File: config.mk
export PLATFORM = sky130hd
export DESIGN_NAME = sic_queue
export DESIGN_NICKNAME = d
export VERILOG_FILES = /design/src/rtl/sic_pkg.sv /design/src/rtl/sic_queue.sv
export SDC_FILE = /design/constraint.sdc
export NUM_CORES = 1
export LEC_CHECK = 0
export BUFFER_PORTS_ARGS = -buffer_cell sky130_fd_sc_hd__buf_4
export CAP_MARGIN = 0
export CORE_MARGIN = 1
export CORE_UTILIZATION = 59
export DETAILED_ROUTE_END_ITERATION = 10
export GPL_ROUTABILITY_DRIVEN = 0
export GPL_TIMING_DRIVEN = 0
export PLACE_DENSITY = 0.82
export SLEW_MARGIN = 0
export SYNTH_ARGS = -nofsm -noshare
export SYNTH_HDL_FRONTEND = slang
export SYNTH_SLANG_ARGS = --single-unit
export TNS_END_PERCENT = 5
File: constraint.sdc
create_clock -name clock -period 4 [get_ports clock]
set_input_delay 0.8 -clock clock [delete_from_list [all_inputs] [get_ports clock]]
set_output_delay 0.8 -clock clock [all_outputs]
set_load 0.02 [all_outputs]
File: src/rtl/sic_pkg.sv
// shared constants and types for the segment intersection block
package sic_pkg;

   localparam int COORD_BITS_DEFAULT = 24;
   localparam int EPS_BITS           = 16;
   localparam logic [EPS_BITS-1:0] EPS_RESET = 16'd7;
   localparam int QUEUE_DEPTH        = 4;

   typedef struct packed {
      logic full;
      logic empty;
   } qstat_type;

endpackage

File: src/rtl/sic_queue.sv
// small fifo between front and back
module sic_queue
   import sic_pkg::*;
#(
   parameter int DATA_W = 8
) (
   input  logic              clock,
   input  logic              reset,
   input  logic              push,
   input  logic [DATA_W-1:0] din,
   input  logic              pop,
   output logic [DATA_W-1:0] dout,
   output qstat_type         qstat
);

   localparam int PW = $clog2(QUEUE_DEPTH);
   localparam int CW = $clog2(QUEUE_DEPTH + 1);

   logic [DATA_W-1:0] mem [QUEUE_DEPTH];
   logic [PW-1:0]     wr_ptr_ff, wr_ptr_in, rd_ptr_ff, rd_ptr_in;
   logic [CW-1:0]     count_ff, count_in;

   assign qstat.full  = (count_ff == CW'(QUEUE_DEPTH));
   assign qstat.empty = (count_ff == '0);
   assign dout        = mem[rd_ptr_ff];

   always_comb begin
      wr_ptr_in = push ? PW'(wr_ptr_ff + 1'b1) : wr_ptr_ff;
      rd_ptr_in = pop  ? PW'(rd_ptr_ff + 1'b1) : rd_ptr_ff;
      count_in  = count_ff;
      if (push && !pop) begin
         count_in = CW'(count_ff + 1'b1);
      end else if (pop && !push) begin
         count_in = CW'(count_ff - 1'b1);
      end
   end

   always_ff @(posedge clock) begin
      if (reset) begin
         wr_ptr_ff <= '0;
         rd_ptr_ff <= '0;
         count_ff  <= '0;
      end else begin
         wr_ptr_ff <= wr_ptr_in;
         rd_ptr_ff <= rd_ptr_in;
         count_ff  <= count_in;
      end
   end

   always_ff @(posedge clock) begin
      if (push) begin
         mem[wr_ptr_ff] <= din;
      end
   end

`ifndef ASSERT_OFF
   a_no_overflow: assert property (@(posedge clock) disable iff (reset)
      push |-> !qstat.full)
      else $error("queue push while full");
   a_no_underflow: assert property (@(posedge clock) disable iff (reset)
      pop |-> !qstat.empty)
      else $error("queue pop while empty");
`endif

endmodule

* Word level (Yosys, flattened, before mapping)
Memories as Yosys holds them, arrays and structs flattened. A register that Yosys moved wholly into a read port is not among the register bits.
Index checks and enable logic that the tools add are counted.
** Storage, ports and cells
- Memory bits (writable) :: 32
- Word-level logic and storage cells :: 21
- Register bits after elaboration :: 7
- Output and inout bits :: 10
- Memories kept :: 1
** Memories
- mem :: words 4, bits a word 8, read ports 1, clocked after memory_dff 1, wr ports 1, line sic_queue.sv:19 : logic [DATA_W-1:0] mem [QUEUE_DEPTH];
** Operators by class
- Muxes and demuxes :: 6
- Equality and inequality tests :: 1
- Reductions and logical operators :: 6
- $add $sub $neg :: 4
** Operators with widths (count)
- $mux 3 :: 2
- $add 2x1->2 const B :: 2
- $mux 2 :: 2
- $add 3x1->3 const B :: 1
- $eq 3x3->1 const B :: 1
- $logic_not 3->1 :: 1
- $sub 3x1->3 const B :: 1
- $logic_and 1x1->1 :: 2
- $logic_not 1->1 :: 2
- $mux 1 :: 2
- $reduce_bool 2->1 :: 1

* Logic depth before layout (Yosys ltp)
- Depth after elaboration :: 4
- Mapped depth :: 7
- Mapped depth without buffers :: 7

* Worst setup path before layout
No wires, ideal clock.
- Path kind :: input to register
- From :: input port pop
- To :: register count_ff[2]
- Stages on the path :: 7
- Path slack :: 1940 ps
- Data arrival time :: 1990 ps
- Setup time :: 70 ps
- Data required time :: 3930 ps
- Cell sequence :: inv_1 ha_1 inv_1 fa_1 xor2_1 or3_1 a21oi_1
** On the way
- Cells in the longest elaborated chain, start to end :: 3
- Elaborated cells on any way between the ends :: 5
- Those cells by class :: mux (1); reduce/logical (4)
** RTL lines
- start: declaration :: line sic_queue.sv:11 : input logic pop,
- $logic_not 1->1 :: line sic_queue.sv:31 : if (push && !pop) begin
- $logic_and 1x1->1 :: line sic_queue.sv:31
- $mux 3 / $reduce_bool 2->1 (equally long branches)
- end signal: assignment :: line sic_queue.sv:46 : count_ff <= count_in;
- end: declaration :: line sic_queue.sv:21 : logic [CW-1:0] count_ff, count_in;
Several ways; a longest one is shown, not always the timed one.
A chain may end at the register's enable or synchronous reset.

==> metrics.md <==
| Metric | Value |
|---|---|
| Run status | completed |
| Antenna violation net count after detailed routing | 0 |
| Die Span X | 53.86 um |
| Effective utilization at floorplan | 63.46% |
| Ordered list of cells on the worst path | buf_6 -> mux4_2 -> buf_4 |
| Final-report max-slew violation count | 0 |
| Hold WS | 0.5296 ns |
| Count of vias placed by the detailed router | 782 |
| Number of enable-type register cells in the synthesized netlist | 32 |
| Hold buffer count at CTS | 0 |
| Async S/R FF share, synth | 0% |
| Min-delay worst type | reg -> reg |
| Routed wire length per instance | 16.52 um |
| Pin count of the biggest net entering global routing | 14 |
| Combinational fraction of design power | 14.3% |
| Global-route usage over all layers | 19.24% |
| Number of fill cells in the layout | 141 |
| Post-synthesis average cell area | 18.45 um^2 |
| Multiplexer fraction of the synthesized cell area | 12.62% |
| Kind of cell adding the most delay to the critical path | multiplexers |
| Number of synthesis warnings | 0 |
| Worst-path clk slew | 0.11 ns |
| Global-route wire length before repair | 3.512 mm |
| RSZ-0062 raised after global routing | no |
| Antenna violations before repair | 0 |
| Stage delay of the slowest cell on the critical path | 0.52 ns |
| Internal power | 746.1 uW |
| Number of library cell types mapped by synthesis | 20 |
| H-tree level count | 2 |
| DRC violations left | 0 |
| Relative contribution of sequential cells to total power | 52.2% |
| I/O pins | 22 |
| Final period demand of the worst path | 2.352 ns |
| Start-to-end type of the worst setup path | reg -> out |
| Data arrival time of the critical path | 1.55 ns |
| Slew at the pin with the worst max-slew slack | 0.4230 ns |
| Complex-gate fraction of the synthesized area | 0.6309% |
| Detailed-route vias per instance | 5.431 |
| Number of placement rows | 18 |
| Count of TritonRoute iterations in the first routing pass | 4 |
| Setup repair bufs after CTS | 0 |
| Synthesized netlist cell count | 86 |
| Overall routed net length | 2.379 mm |
| Maximum resistive drop on vdd | 472.7 uV |
| Core Box Area | 0.002500 mm^2 |
| Highest-count cells in the layout ignoring fill and taps | 32 x edfxtp_1, 20 x buf_4, 9 x dfxtp_1 |
| Reported leakage power | 0.6981 nW |
| CP Data Required Time | 3.20 ns |
| Portion of total power attributed to the clock network | 33.5% |
| Total clock buffers created by CTS | 5 |
| Die height | 53.86 um |
| Net count after synthesis | 104 |
| Share of the clock period used by the worst path | 58.79% |
| Worst relative slew slack | 71.80% |
| Synthesized-area fraction occupied by adder cells | 5.205% |
| Layout Nets | 131 |
| CP max FO | 8 |
| Area overhead of the layout relative to synthesis | 18.30% |
| Main flop type after synthesis | edfxtp_1 |
| Maximum buffer depth of the clock tree | 2 |
| Worst-Skew Late Latency | 0.35 ns |
| Kind of launch point of the worst setup path | register |
| Number of global-route vias before repair | 780 |
| Final hold violations | 0 |
| Number of clock sinks | 41 |
| Setup violations, final | 0 |
| Final total negative setup slack | 0 ns |
| TritonCTS clock tree | done |
| Cell area after synthesis | 0.001587 mm^2 |
| Dominant combinational cell family by area after synthesis | multiplexers |
| Maximum operating frequency | 425.3 MHz |
| Starting DRT DRC Count | 21 |
| Die outline area | 0.002900 mm^2 |
| Most common cell after layout, fill and taps aside | edfxtp_1 |
| Port Buffer Count | 20 |
| Synthesized-area fraction occupied by and/or/nand/nor cells | 4.653% |
| Parity-gate share of the synthesized area counting xor and xnor cells | 2.760% |
| Overflow left after global routing | 0 |
| Final antenna diode count | 0 |
| Critical-path cell with the highest stage delay | mux4_2 |
| Endpoint class of the critical path | primary output |
| Number of violations of the max-capacitance limit | 0 |
| Ratio of total power to cell area | 510.7 mW/mm^2 |
| Count of buffering cells on the critical path with inverters included | 2 |
| Sequential cell area fraction in the yosys report | 71.92% |
| Switching Power | 212.3 uW |
| Number of cells upsized or downsized after cts | 0 |
| Root buffer selected by CTS | clkbuf_4 |
| Ratio of cells with drive above 1 in the final layout | 33.33% |
| Final setup skew | 0.002535 ns |
| Switching part of the total | 22.15% |
| Post-synthesis sequential element count | 41 |
| HPWL after detailed placement | 1.670 mm |
[cell usage after synthesis (all sizes together), types with 2 or more instances]
cell    number  share of area (%)
and2         4                1.6
xnor2        2                1.1
dfxtp        9                 11
mux2i        2                1.3
clkbuf       2               0.55
edfxtp      32                 61
inv          4               0.95
nor2         7                1.7
ha           5                3.9
xor2         3                1.7
mux4         8                 11
[state kept, by name, indices dropped and copies added, names as in the netlist, named ones only]
name	count
wr_ptr_ff	2
count_ff	3
mem	32
rd_ptr_ff	2
[power by group through the flow]
| stage | Clock (mW) | Combinational [mW] | Sequential, mW |
|---|---|---|---|
| finish | 0.321 | 0.137 | 0.500 |
| global route | 0.337 | 0.151 | 0.503 |
| CTS | 0.325 | 0.139 | 0.501 |
| detailed placement | 0 | 0.139 | 0.510 |
| global placement | 0 | 0.133 | 0.507 |
| floorplan | 0 | 0.0881 | 0.506 |
[tightest hold or removal path, cell delays in order (launching register included)]
cell     delay [ns]
dfxtp_1        0.36
o21ai_0        0.08
a21oi_1        0.06
[path summary, 6_finish.rpt]
path | start | end | slack, ns | depth (start not counted)
worst max-delay path | register | dout[7] | 1.65 | 3
worst min-delay path | count_ff[2]$_SDFFE_PP0P_ | count_ff[2]$_SDFFE_PP0P_ | 0.53 | 2
worst max register to register | count_ff[0]$_SDFFE_PP0P_ | count_ff[2]$_SDFFE_PP0P_ | 2.50 | 4
worst min register to register | count_ff[2]$_SDFFE_PP0P_ | count_ff[2]$_SDFFE_PP0P_ | 0.53 | 2
[final cells by class]
class / count / area, um^2 / share of cell area (%)
Tap cell: 30 / 37.54 / 2.000
Multi-Input combinational cell: 38 / 410.4 / 21.87
Timing Repair Buffer: 20 / 150.1 / 8.000
Clock inverter: 3 / 65.06 / 3.467
Inverter: 4 / 15.01 / 0.8000
Clock buffer: 5 / 37.54 / 2.000
Buffer: 3 / 20.02 / 1.067
Sequential cell: 41 / 1141 / 60.80
[metrics by stage]
stage | setup WS (ns) | std cells | area [um^2] | power, mW | utilization (%)
after CTS | 1.626 | 144 | 1877 | 0.9651 | 75.08
after global placement | 1.783 | 136 | 1774 | 0.6404 | 70.97
after floorplan | 1.940 | 86 | 1587 | 0.5939 | -
final | 1.648 | 144 | 1877 | 0.9584 | 75.08
after detailed placement | 1.731 | 136 | 1774 | 0.6489 | 70.97
after global routing | 1.574 | 144 | 1877 | 0.9910 | 75.08
[kinds of logic after synthesis]
| family | count (synthesis) |
|---|---|
| adders and majority gates | 6 |
| buffers and inverters | 7 |
| muxes | 10 |
| AOI/OAI and AO/OA | 2 |
| DFF | 41 |
| and+or+nand+nor | 15 |
| xor gates and xnor gates | 5 |
[metal layers]
metal,part of all wire (%),vias up,wire length [um],GRT usage [%]
met5,0,-,0,0
met4,1.6,0,38,11.84
met3,4.7,5,112,5.367
met2,52,23,1230,31.89
met1,42,380,996,21.90
li1,-,374,-,-
(Power assumes the default switching activity.)
