<file path="config.mk">
export PLATFORM = sky130hd
export DESIGN_NAME = sic_front
export DESIGN_NICKNAME = d
export VERILOG_FILES = /design/src/rtl/sic_pkg.sv /design/src/rtl/sic_front.sv
export SDC_FILE = /design/constraint.sdc
export NUM_CORES = 1
export LEC_CHECK = 0
export BUFFER_PORTS_ARGS = -buffer_cell sky130_fd_sc_hd__buf_2
export CORE_MARGIN = 3
export CORE_UTILIZATION = 55
export CTS_CLUSTER_SIZE = 14
export DETAILED_ROUTE_END_ITERATION = 12
export GPL_ROUTABILITY_DRIVEN = 0
export PLACE_DENSITY = 0.82
export SETUP_SLACK_MARGIN = 0.02
export SLEW_MARGIN = 20
export SYNTH_ARGS = -nofsm -noshare
export SYNTH_HDL_FRONTEND = slang
export SYNTH_SLANG_ARGS = --single-unit
</file>
<file path="constraint.sdc">
create_clock -name clock -period 20.3 [get_ports clock]
set_input_delay 3.045 -clock clock [delete_from_list [all_inputs] [get_ports clock]]
set_output_delay 3.045 -clock clock [all_outputs]
set_load 0.03 [all_outputs]
</file>
<file path="src/rtl/sic_pkg.sv">
// shared constants and types for the segment intersection block
package sic_pkg;

   localparam int COORD_BITS_DEFAULT = 24;
   localparam int EPS_BITS           = 16;
   localparam logic [EPS_BITS-1:0] EPS_RESET = 16'd7;
   localparam int QUEUE_DEPTH        = 4;

   typedef struct packed {
      logic full;
      logic empty;
   } qstat_type;

endpackage

</file>
<file path="src/rtl/sic_front.sv">
// front stage: takes a transaction, forms edge deltas and the common bounding box
module sic_front
   import sic_pkg::*;
#(
   parameter int COORD_BITS = COORD_BITS_DEFAULT,
   parameter int QW = 4 * (COORD_BITS + 1) + 8 * COORD_BITS
) (
   input  logic                         clock,
   input  logic                         reset,
   input  logic                         req_valid,
   output logic                         req_stall,
   input  logic signed [COORD_BITS-1:0] req_a_x,
   input  logic signed [COORD_BITS-1:0] req_a_y,
   input  logic signed [COORD_BITS-1:0] req_b_x,
   input  logic signed [COORD_BITS-1:0] req_b_y,
   input  logic signed [COORD_BITS-1:0] req_c_x,
   input  logic signed [COORD_BITS-1:0] req_c_y,
   input  logic signed [COORD_BITS-1:0] req_d_x,
   input  logic signed [COORD_BITS-1:0] req_d_y,
   input  qstat_type                    qstat,
   output logic                         q_push,
   output logic [QW-1:0]                q_din
);

   localparam int W  = COORD_BITS;
   localparam int DF = W + 1;

   logic              f_valid_ff, f_valid_in;
   logic [QW-1:0]     f_data_ff, f_data_in;
   logic              req_accept;

   logic signed [DF-1:0] a2, b2, a1, b1;
   logic signed [W-1:0]  min_x1, max_x1, min_y1, max_y1;
   logic signed [W-1:0]  min_x2, max_x2, min_y2, max_y2;
   logic signed [W-1:0]  lo_x, hi_x, lo_y, hi_y;

   assign req_stall  = f_valid_ff && qstat.full;
   assign req_accept = req_valid && !req_stall;
   assign q_push     = f_valid_ff && !qstat.full;
   assign q_din      = f_data_ff;

   always_comb begin
      a2 = DF'(req_b_y) - DF'(req_a_y);
      b2 = DF'(req_a_x) - DF'(req_b_x);
      a1 = DF'(req_c_y) - DF'(req_d_y);
      b1 = DF'(req_d_x) - DF'(req_c_x);
      min_x1 = (req_a_x < req_b_x) ? req_a_x : req_b_x;
      max_x1 = (req_a_x < req_b_x) ? req_b_x : req_a_x;
      min_y1 = (req_a_y < req_b_y) ? req_a_y : req_b_y;
      max_y1 = (req_a_y < req_b_y) ? req_b_y : req_a_y;
      min_x2 = (req_c_x < req_d_x) ? req_c_x : req_d_x;
      max_x2 = (req_c_x < req_d_x) ? req_d_x : req_c_x;
      min_y2 = (req_c_y < req_d_y) ? req_c_y : req_d_y;
      max_y2 = (req_c_y < req_d_y) ? req_d_y : req_c_y;
      // intersection of both boxes, may be empty
      lo_x = (min_x1 > min_x2) ? min_x1 : min_x2;
      hi_x = (max_x1 < max_x2) ? max_x1 : max_x2;
      lo_y = (min_y1 > min_y2) ? min_y1 : min_y2;
      hi_y = (max_y1 < max_y2) ? max_y1 : max_y2;
      f_data_in = {a2, b2, a1, b1, req_a_x, req_a_y, req_d_x, req_d_y,
                   lo_x, hi_x, lo_y, hi_y};
      f_valid_in = req_accept || (f_valid_ff && qstat.full);
   end

   always_ff @(posedge clock) begin
      if (reset) begin
         f_valid_ff <= 1'b0;
      end else begin
         f_valid_ff <= f_valid_in;
      end
   end

   always_ff @(posedge clock) begin
      if (req_accept) begin
         f_data_ff <= f_data_in;
      end
   end

`ifndef ASSERT_OFF
   a_stall_only_when_holding: assert property (@(posedge clock) disable iff (reset)
      req_stall |-> f_valid_ff && !q_push)
      else $error("front stalls without a held transaction");
`endif

endmodule

</file>
== Word level (Yosys, flattened, before mapping) ==
Cells that the tools add are included.
Word-level totals
  register bits: 293
  input bits: 197
  output and inout bits: 294
Cells by class
  $lt $le $gt $ge: 8
  mux-type cells: 12
  reduce and logical (&&, ||, !) cells: 6
  add/subtract/negate cells: 4
Operators by type and width (number)
  $mux W24: 12
  $lt A24 B24 Y1: 6
  $sub A24 B24 Y25: 4
  $gt A24 B24 Y1: 2
  $logic_and A1 B1 Y1: 3
  $logic_not A1 Y1: 2
  $logic_or A1 B1 Y1: 1

== Longest topological paths before layout ==
Gate-level depths: netlist of run 1.
  word-level depth: 4
  mapped depth: 24
  gate-level depth less buffers: 21

== Worst setup path after synthesis of run 1 ==
OpenSTA, ideal clock, no wires.
  kind: input to register
  from: input port qstat[1] in the netlist's numbering
  to: register f_data_ff[0], in the netlist q_din[0] (enable)
  setup slack: 3.249 ns
  stages: 2
  data arrival time: 16.073 ns
  library setup time: 0.979 ns
  buffers on the path: 0
  cells stage by stage: and2_1 nor2b_1
On the way
  longest elaborated chain between the ends: 3
RTL lines
  start, declared: line sic_front.sv:20  | input qstat_type qstat,
  $logic_and A1 B1 Y1: line sic_front.sv:37  | assign req_stall = f_valid_ff && qstat.full;
  $logic_not A1 Y1: line sic_front.sv:38  | assign req_accept = req_valid && !req_stall;
  $logic_and A1 B1 Y1: line sic_front.sv:38
  net req_accept: line sic_front.sv:30  | logic req_accept;
  end signal, assigned: line sic_front.sv:75  | f_data_ff <= f_data_in;
  end, declared: line sic_front.sv:29  | logic [QW-1:0] f_data_ff, f_data_in;
The timed path passes the listed nets, and every way through them passes these cells.
A chain may end at the register's enable or synchronous reset.

== Final worst setup path of run 1 ==
  from: input port req_a_y[8]
  to: register f_data_ff[8], in the netlist q_din[8] (data pin)
On the way
  longest elaborated chain between the ends: 4
RTL lines
  start, declared: line sic_front.sv:13  | input logic signed [COORD_BITS-1:0] req_a_y,
  $lt A24 B24 Y1: line sic_front.sv:50  | max_y1 = (req_a_y < req_b_y) ? req_b_y : req_a_y;
  $mux W24 (*): line sic_front.sv:50
  $lt A24 B24 Y1: line sic_front.sv:59  | hi_y = (max_y1 < max_y2) ? max_y1 : max_y2;
  $mux W24 (*): line sic_front.sv:59
  net hi_y[8]: line sic_front.sv:35  | logic signed [W-1:0] lo_x, hi_x, lo_y, hi_y;
The timed path passes the listed nets; every way through them passes the cells marked *.

==> results of run 1 <==
==> metrics by stage <==
step	worst slack [ns]	cell area, um^2
after detailed placement	10.75	22700
after floorplan	3.25	19700
after global routing	10.71	23900
final	11.12	23900
after global placement	10.94	22700
after CTS	11.32	23900
==> Yosys cell counts (all sizes together), types with 3 or more instances <==
cell type,instances,share of area
and3,9,0.0029
inv,231,0.044
o211ai,10,0.0038
a2111oi,8,0.0036
a221oi,5,0.0031
o21a,23,0.0088
nand2,58,0.011
a21oi,120,0.030
or3,11,0.0035
fa,4,0.0041
buf,30,0.0092
o211a,3,0.0015
and4,4,0.0018
and2,4,0.0013
a211oi,14,0.0058
nor4,7,0.0022
nor3,24,0.0067
nor2b,22,0.0070
ha,192,0.12
nand2b,19,0.0060
clkbuf,6,0.0011
nand4,28,0.0089
o2111ai,4,0.0018
o21ai,59,0.015
mux2i,261,0.13
o31a,4,0.0018
nor2,97,0.018
xor2,14,0.0072
a21boi,4,0.0015
or2,6,0.0019
o31ai,7,0.0029
o21bai,14,0.0053
o311ai,4,0.0018
a21o,59,0.022
o41ai,3,0.0023
xnor2,60,0.027
a31oi,12,0.0044
edfxtp,292,0.44
nand3,30,0.0076
==> worst register-to-register path, delay by kind of cell (launching register included) <==
| family | cells | cell delay, ns |
|---|---|---|
| and+or+nand+nor | 2 | 0.28 |
| DFF | 1 | 0.30 |
| buffers and inverters | 3 | 2.30 |
==> final cells by class <==
type,count,area [um^2],area share
Timing Repair Buffer,500,2530,0.106
Multi-Input combinational cell,1228,9900,0.414
Antenna cell,9,22.5,0.000942
Sequential cell,293,8790,0.368
Clock buffer,42,955,0.0399
Clock inverter,23,262,0.0109
Inverter,231,867,0.0363
Tap cell,455,569,0.0238
==> state kept, by name, indices dropped and copies added, names as in the netlist <==
| name | flops |
|---|---|
| f_valid_ff | 1 |
| q_din | 292 |
==> final timing paths <==
| kind | end | cells past startpoint |
|---|---|---|
| worst max register to register | q_din[42] | 5 |
| worst min-delay path | f_valid_ff | 3 |
| worst max-delay path | q_din[8] | 21 |
| worst min register to register | f_valid_ff | 3 |
==> metal layers <==
metal / up-vias / track usage / wire length, um
li1: 7643 / - / -
met1: 7863 / 0.337 / 20800
met2: 895 / 0.567 / 31400
met3: 248 / 0.0908 / 6340
met4: 24 / 0.179 / 4100
met5: - / 0 / 162
==> power by group <==
part / total, W / internal [W] / leakage [nW] / switching (W)
clock network: 0.000667 / 0.000402 / 0.578 / 0.000264
registers: 0.000798 / 0.000774 / 2.83 / 0.0000235
logic: 0.000804 / 0.000282 / 8.13 / 0.000522
total: 0.00227 / 0.00146 / 11.5 / 0.000810
==> cell families after synthesis <==
family | Yosys count | synth area share
compound gates | 372 | 0.125
simple gates | 324 | 0.0816
flops | 293 | 0.446
buf+inv | 267 | 0.0543
mux | 262 | 0.133
fa+ha+maj | 196 | 0.126
xor+xnor | 74 | 0.0338
==> results.py, run 1 <==
metrics = {
    "routing": {
        "drt_iter0_markers": 1035,
        "wl_per_cell_um": 22.6,
        "vias": 16673,
        "routed_wl_um": 62800,
        "drtPass1Iterations": 6,
        "vias_per_cell": 6.00,
        "drc": 0,
        "ant_nets": 0,
    },
    "global_route": {
        "grt_max_degree": 85,
        "overflow": 0,
        "antenna_found_initial": 18,
        "track_usage": 0.318,
        "grt_pass1_vias": 16689,
        "grt_pass1_wl_um": 93700,
    },
    "placement": {
        "dp_hpwl_um": 49700,
        "io_buffers": 489,
        "dp.cells": 2707,
    },
    "worst_setup_path": {
        "cpPeakStageDelay_ns": 0.86,
        "start_kind": "input pin",
        "cp_cell_sequence": "buf_2 > inv_1 > ha_1 > nand4_1 > or3_1 > a211oi_2 > o211a_1 > o21ai_1 > a21oi_4 > buf_4 > mux2i_1 > inv_1 > ha_1 > a21oi_1 > a21oi_1 > a2111oi_0 > o21ai_0 > nand4b_1 > o41ai_4 > xor2_4 > mux2i_1",
        "crit_required_ns": 20.54,
        "cp.arrival_ns": 9.42,
        "cp-end-kind": "register",
        "path_max_fanout": 48,
        "cp_top_family": "compound AO/OA/AOI/OAI gates",
        "cp_num_buf_inv": 4,
        "crit_type": "in -> reg",
        "critPathLaunch": "req_a_y[8]",
        "r2r-start": "f_valid_ff",
        "slowest_stage": "xor2_4",
        "reg2reg_setup_slack_ns": 17.01,
    },
    "timing": {
        "timing.final.max_slew_violations": 0,
        "worst_pin_slew_ns": 1.08,
        "rsz0062_at_grt": "false",
        "holdWs_ns": 0.653,
        "min_period_over_period": 0.452,
        "max_slew_margin": 0.280,
        "setup_violations": 0,
        "final.setup_skew_ns": 0.0371,
        "hold_viol": 0,
        "tns_ns": 0,
        "timing.fmax_mhz": 109,
        "finalCriticalPeriod_ns": 9.18,
    },
    "die": {
        "placementRows": 68,
        "die_y_um": 195,
        "fp.coreArea_um2": 35000,
        "initial_core_util": 0.564,
        "die_area_um2": 38100,
        "fp.dieW_um": 195,
        "io_pins": 491,
    },
    "power": {
        "pwr_density_cell_nw_per_um2": 94.9,
        "power.leakage_nw": 11.5,
        "ir_worst_vdd_v": 0.0000834,
        "p_total_w": 0.00227,
    },
    "final_layout": {
        "final_nets": 2683,
        "final_common_cell": "buf_2",
        "final_cell_mix": "489 x buf_2, 292 x edfxtp_1, 261 x mux2i_1",
        "post-route-util": 0.683,
        "n_fill_cell": 2564,
        "syn_to_final_growth_pct": 21.2,
        "drive_above_1_share": 0.251,
        "final_cells": 2781,
    },
    "synth": {
        "syn_area_um2": 19700,
        "avgSynthCellArea_um2": 11.0,
        "syn_inst": 1788,
        "synthDistinctLibCells": 74,
        "ys_seq_elements": 293,
        "yosys_warnings": 0,
        "synth_nets": 2181,
        "synth-async-reset-ratio": 0,
        "synth-edff-count": 292,
        "synth-main-ff-cell": "edfxtp_1",
        "ys_seq_area_frac": 0.446,
    },
    "clock_network": {
        "cts_setup_buffers": 0,
        "htree_levels": 2,
        "numCtsBuffers": 36,
        "clock_sinks": 293,
        "clkLatencyLatePin_ns": 0.56,
        "cts_max_path_buffers": 3,
        "cts_root_buffer": "clkbuf_16",
        "cts_resized": 0,
        "holdBufCountCts": 0,
        "path_clk_slew_ns": 0.06,
        "cts_tree": "yes",
    },
    "outcome": {
        "status": "finished clean",
    },
    "worst_hold_path": {
        "hp-class": "reg -> reg",
        "worstHoldStart": "f_valid_ff",
    },
    "run": {
        "cap_violations": 0,
    },
}
(Power assumes the default switching activity.)
==> inputs of run 2 (changes only) <==
--- a/config.mk
+++ b/config.mk
@@ -5,6 +5,7 @@
 export SDC_FILE = /design/constraint.sdc
 export NUM_CORES = 1
 export LEC_CHECK = 0
+export ABC_AREA = 1
 export BUFFER_PORTS_ARGS = -buffer_cell sky130_fd_sc_hd__buf_2
 export CORE_MARGIN = 3
 export CORE_UTILIZATION = 55
==> constraint.sdc (replaced) <==
create_clock -name clock -period 9.5 [get_ports clock]
set_input_delay 1.425 -clock clock [delete_from_list [all_inputs] [get_ports clock]]
set_output_delay 1.425 -clock clock [all_outputs]
set_load 0.03 [all_outputs]
==> run 2 against run 1 <==
Setup slack worse by 8.6 ns. Worst hold slack worse by 0.17 ns. Cell area down 2.6%. Combinational power rose to 2.6 times the previous value. Clock skew down 0.019 ns. Largest power group unchanged.
==> results.py, run 2 <==
metrics = {
    "outcome": {
        "status": "finished clean",
    },
    "synth": {
        "synth.most_common_cell": "nand2_1",
        "synth_mux_area_frac": 0,
        "ys_top_cells_by_area": "edfxtp_1 45%, ha_1 12%, nand2_1 10%",
        "synth-simple-area-share": 0.170,
        "synthDistinctLibCells": 47,
        "syn_inst": 2198,
        "synth-edff-count": 292,
        "ys_seq_elements": 293,
        "synth-async-reset-ratio": 0,
        "syn_area_um2": 19300,
        "ys_seq_area_frac": 0.455,
        "synth_commonest_cells": "522 x nand2_1, 292 x edfxtp_1, 283 x inv_1",
        "synth_top_family_by_area": "simple AND/OR/NAND/NOR gates",
        "avgSynthCellArea_um2": 8.78,
        "synth_compound_area_frac": 0.132,
        "synth-main-ff-cell": "edfxtp_1",
        "synth_fa_ha_area_frac": 0.129,
        "synthXorXnorAreaFrac": 0.0426,
        "synth_nets": 2591,
        "synth_top_area_frac": 0.454,
        "yosys_warnings": 0,
        "synth_top_cell_by_area": "edfxtp_1",
    },
    "placement": {
        "io_buffers": 489,
        "dp_hpwl_um": 50200,
    },
    "power": {
        "ir_worst_vdd_v": 0.000222,
        "pwr_density_cell_nw_per_um2": 224,
        "power.leakage_nw": 11.3,
    },
    "worst_setup_path": {
        "slowest_stage": "clkinv_1",
        "cp_cell_sequence": "buf_2 > inv_1 > ha_1 > nand2_1 > nor2_1 > nand3_1 > nand3_2 > nand2_1 > nand3_1 > nand3_2 > o21ai_0 > ha_1 > nand4_1 > nor4_1 > inv_1 > nor4_1 > a221oi_1 > xor2_1 > nand2_1 > clkinv_1 > o21ai_0",
        "cp.arrival_ns": 7.26,
        "path_max_fanout": 57,
        "worstRegToRegCells": 5,
        "crit_required_ns": 9.80,
        "cpPeakStageDelay_ns": 0.79,
        "reg2reg_setup_slack_ns": 7.04,
        "r2r-start": "f_valid_ff",
        "crit_top_cell": "nand2_1",
        "cp-end-kind": "register",
        "r2r_end": "q_din[169]",
        "start_kind": "input pin",
        "crit_type": "in -> reg",
    },
    "final_layout": {
        "final_nets": 3059,
        "syn_to_final_growth_pct": 20.6,
        "final_common_cell": "nand2_1",
        "drive_above_1_share": 0.214,
        "final_cell_mix": "522 x nand2_1, 489 x buf_2, 292 x edfxtp_1",
        "post-route-util": 0.684,
        "largest_reg_flops": 292,
    },
    "global_route": {
        "track_usage": 0.325,
        "grt_max_degree": 163,
        "antenna_found_initial": 16,
        "overflow": 0,
        "grt_pass1_wl_um": 95700,
        "grt_pass1_vias": 17123,
    },
    "timing": {
        "hold_viol": 0,
        "max_slew_margin": 0.321,
        "tns_ns": 0,
        "worst_pin_slew_ns": 1.01,
        "final.setup_skew_ns": 0.0176,
        "timing.fmax_mhz": 144,
        "finalCriticalPeriod_ns": 6.96,
        "min_period_over_period": 0.732,
        "setup_violations": 0,
        "rsz0062_at_grt": "false",
        "timing.final.max_slew_violations": 0,
    },
    "routing": {
        "drc": 0,
        "drt_iter0_markers": 2040,
        "ant_nets": 0,
        "vias": 18240,
        "drtPass1Iterations": 6,
        "routed_wl_um": 63300,
        "vias_per_cell": 5.79,
        "wl_per_cell_um": 20.1,
    },
    "die": {
        "die_y_um": 193,
        "initial_core_util": 0.567,
        "fp.coreArea_um2": 34000,
        "io_pins": 491,
        "fp.dieW_um": 193,
        "die_area_um2": 37400,
        "placementRows": 67,
    },
    "clock_network": {
        "cts_tree": "yes",
        "numCtsBuffers": 35,
        "cts_setup_buffers": 0,
        "cts_max_path_buffers": 3,
        "cts_root_buffer": "clkbuf_16",
        "clkLatencyLatePin_ns": 0.53,
        "cts_resized": 0,
        "htree_levels": 2,
        "holdBufCountCts": 0,
        "path_clk_slew_ns": 0.06,
        "clock_sinks": 293,
    },
    "worst_hold_path": {
        "hp-class": "reg -> reg",
        "worstHoldStart": "f_valid_ff",
        "hold_depth": 2,
        "hold_end": "f_valid_ff",
    },
    "run": {
        "cap_violations": 0,
    },
}
## run 2: cell types whose count changed in the layout (fill, tap and decap cells not counted), sizes merged, moves of 17 or more
cell / delta
a21o: -49
a21oi: +36
inv: +51
mux2i: -261
nand2: +475
nand2b: -19
nand3: +100
nor2b: -22
nor3: -17
o21a: -19
o21ai: +194
xor2: +35
## run 2: through the flow
stage / setup WS (ns) / std cells / cell area (um^2) / total power [W] / hold slack, ns
final: 2.54 / 3152 / 23300 / 0.00522 / 0.487
after global routing: 1.96 / 3150 / 23300 / 0.00549 / 0.518
after CTS: 2.82 / 3140 / 23300 / 0.00520 / 0.488
after detailed placement: 2.30 / 3077 / 22100 / 0.00383 / 0.480
after global placement: 2.66 / 3077 / 22100 / 0.00376 / 0.454
after floorplan: 3.05 / 2198 / 19300 / 0.00324 / 0.448
## run 2: logic make-up after synthesis
| kind of cell | count (synthesis) |
|---|---|
| simple gates | 787 |
| fa+ha+maj | 196 |
| compound gates | 477 |
| buf+inv | 352 |
| flops | 293 |
| xor+xnor | 93 |
## run 2: layout make-up
class	count	area, um^2
diodes	12	30.0
clock buffers	43	948
clock inverters	20	205
fillers	2666	10800
inverters	285	1070
multi-input cells	1553	9150
flip-flops and latches	293	8790
well taps	448	561
repair buffers	498	2530
## run 2: worst max path at each step
stage / startpoint / end / slack (ns) / cells past startpoint
after floorplan: qstat[1] / q_din[0] / 3.05 / 3
after global placement: req_a_y[7] / q_din[45] / 2.66 / 21
after detailed placement: req_a_y[2] / q_din[36] / 2.30 / 21
after CTS: req_a_y[2] / q_din[36] / 2.82 / 21
after global routing: req_a_y[2] / q_din[47] / 1.96 / 21
final: req_a_y[2] / q_din[36] / 2.54 / 21
## run 2: metal layers
layer,GRT usage,up-vias,part of all wire
met5,0,-,0.00073
li1,-,8459,-
met2,0.508,1184,0.45
met3,0.0696,195,0.12
met1,0.443,8394,0.38
met4,0.135,8,0.048
## run 2: power by group
group	internal (W)	total, W	switching [W]
clock network	0.000819	0.00136	0.000541
logic	0.000584	0.00207	0.00148
registers	0.00173	0.00180	0.0000690
## run 2: worst max-delay path, delay by kind of cell
family	cells	cell delay [ns]
buffers and inverters	4	1.08
adders and majority gates	2	0.70
xor gates and xnor gates	1	0.17
AOI/OAI and AO/OA	3	1.48
and+or+nand+nor	11	2.37
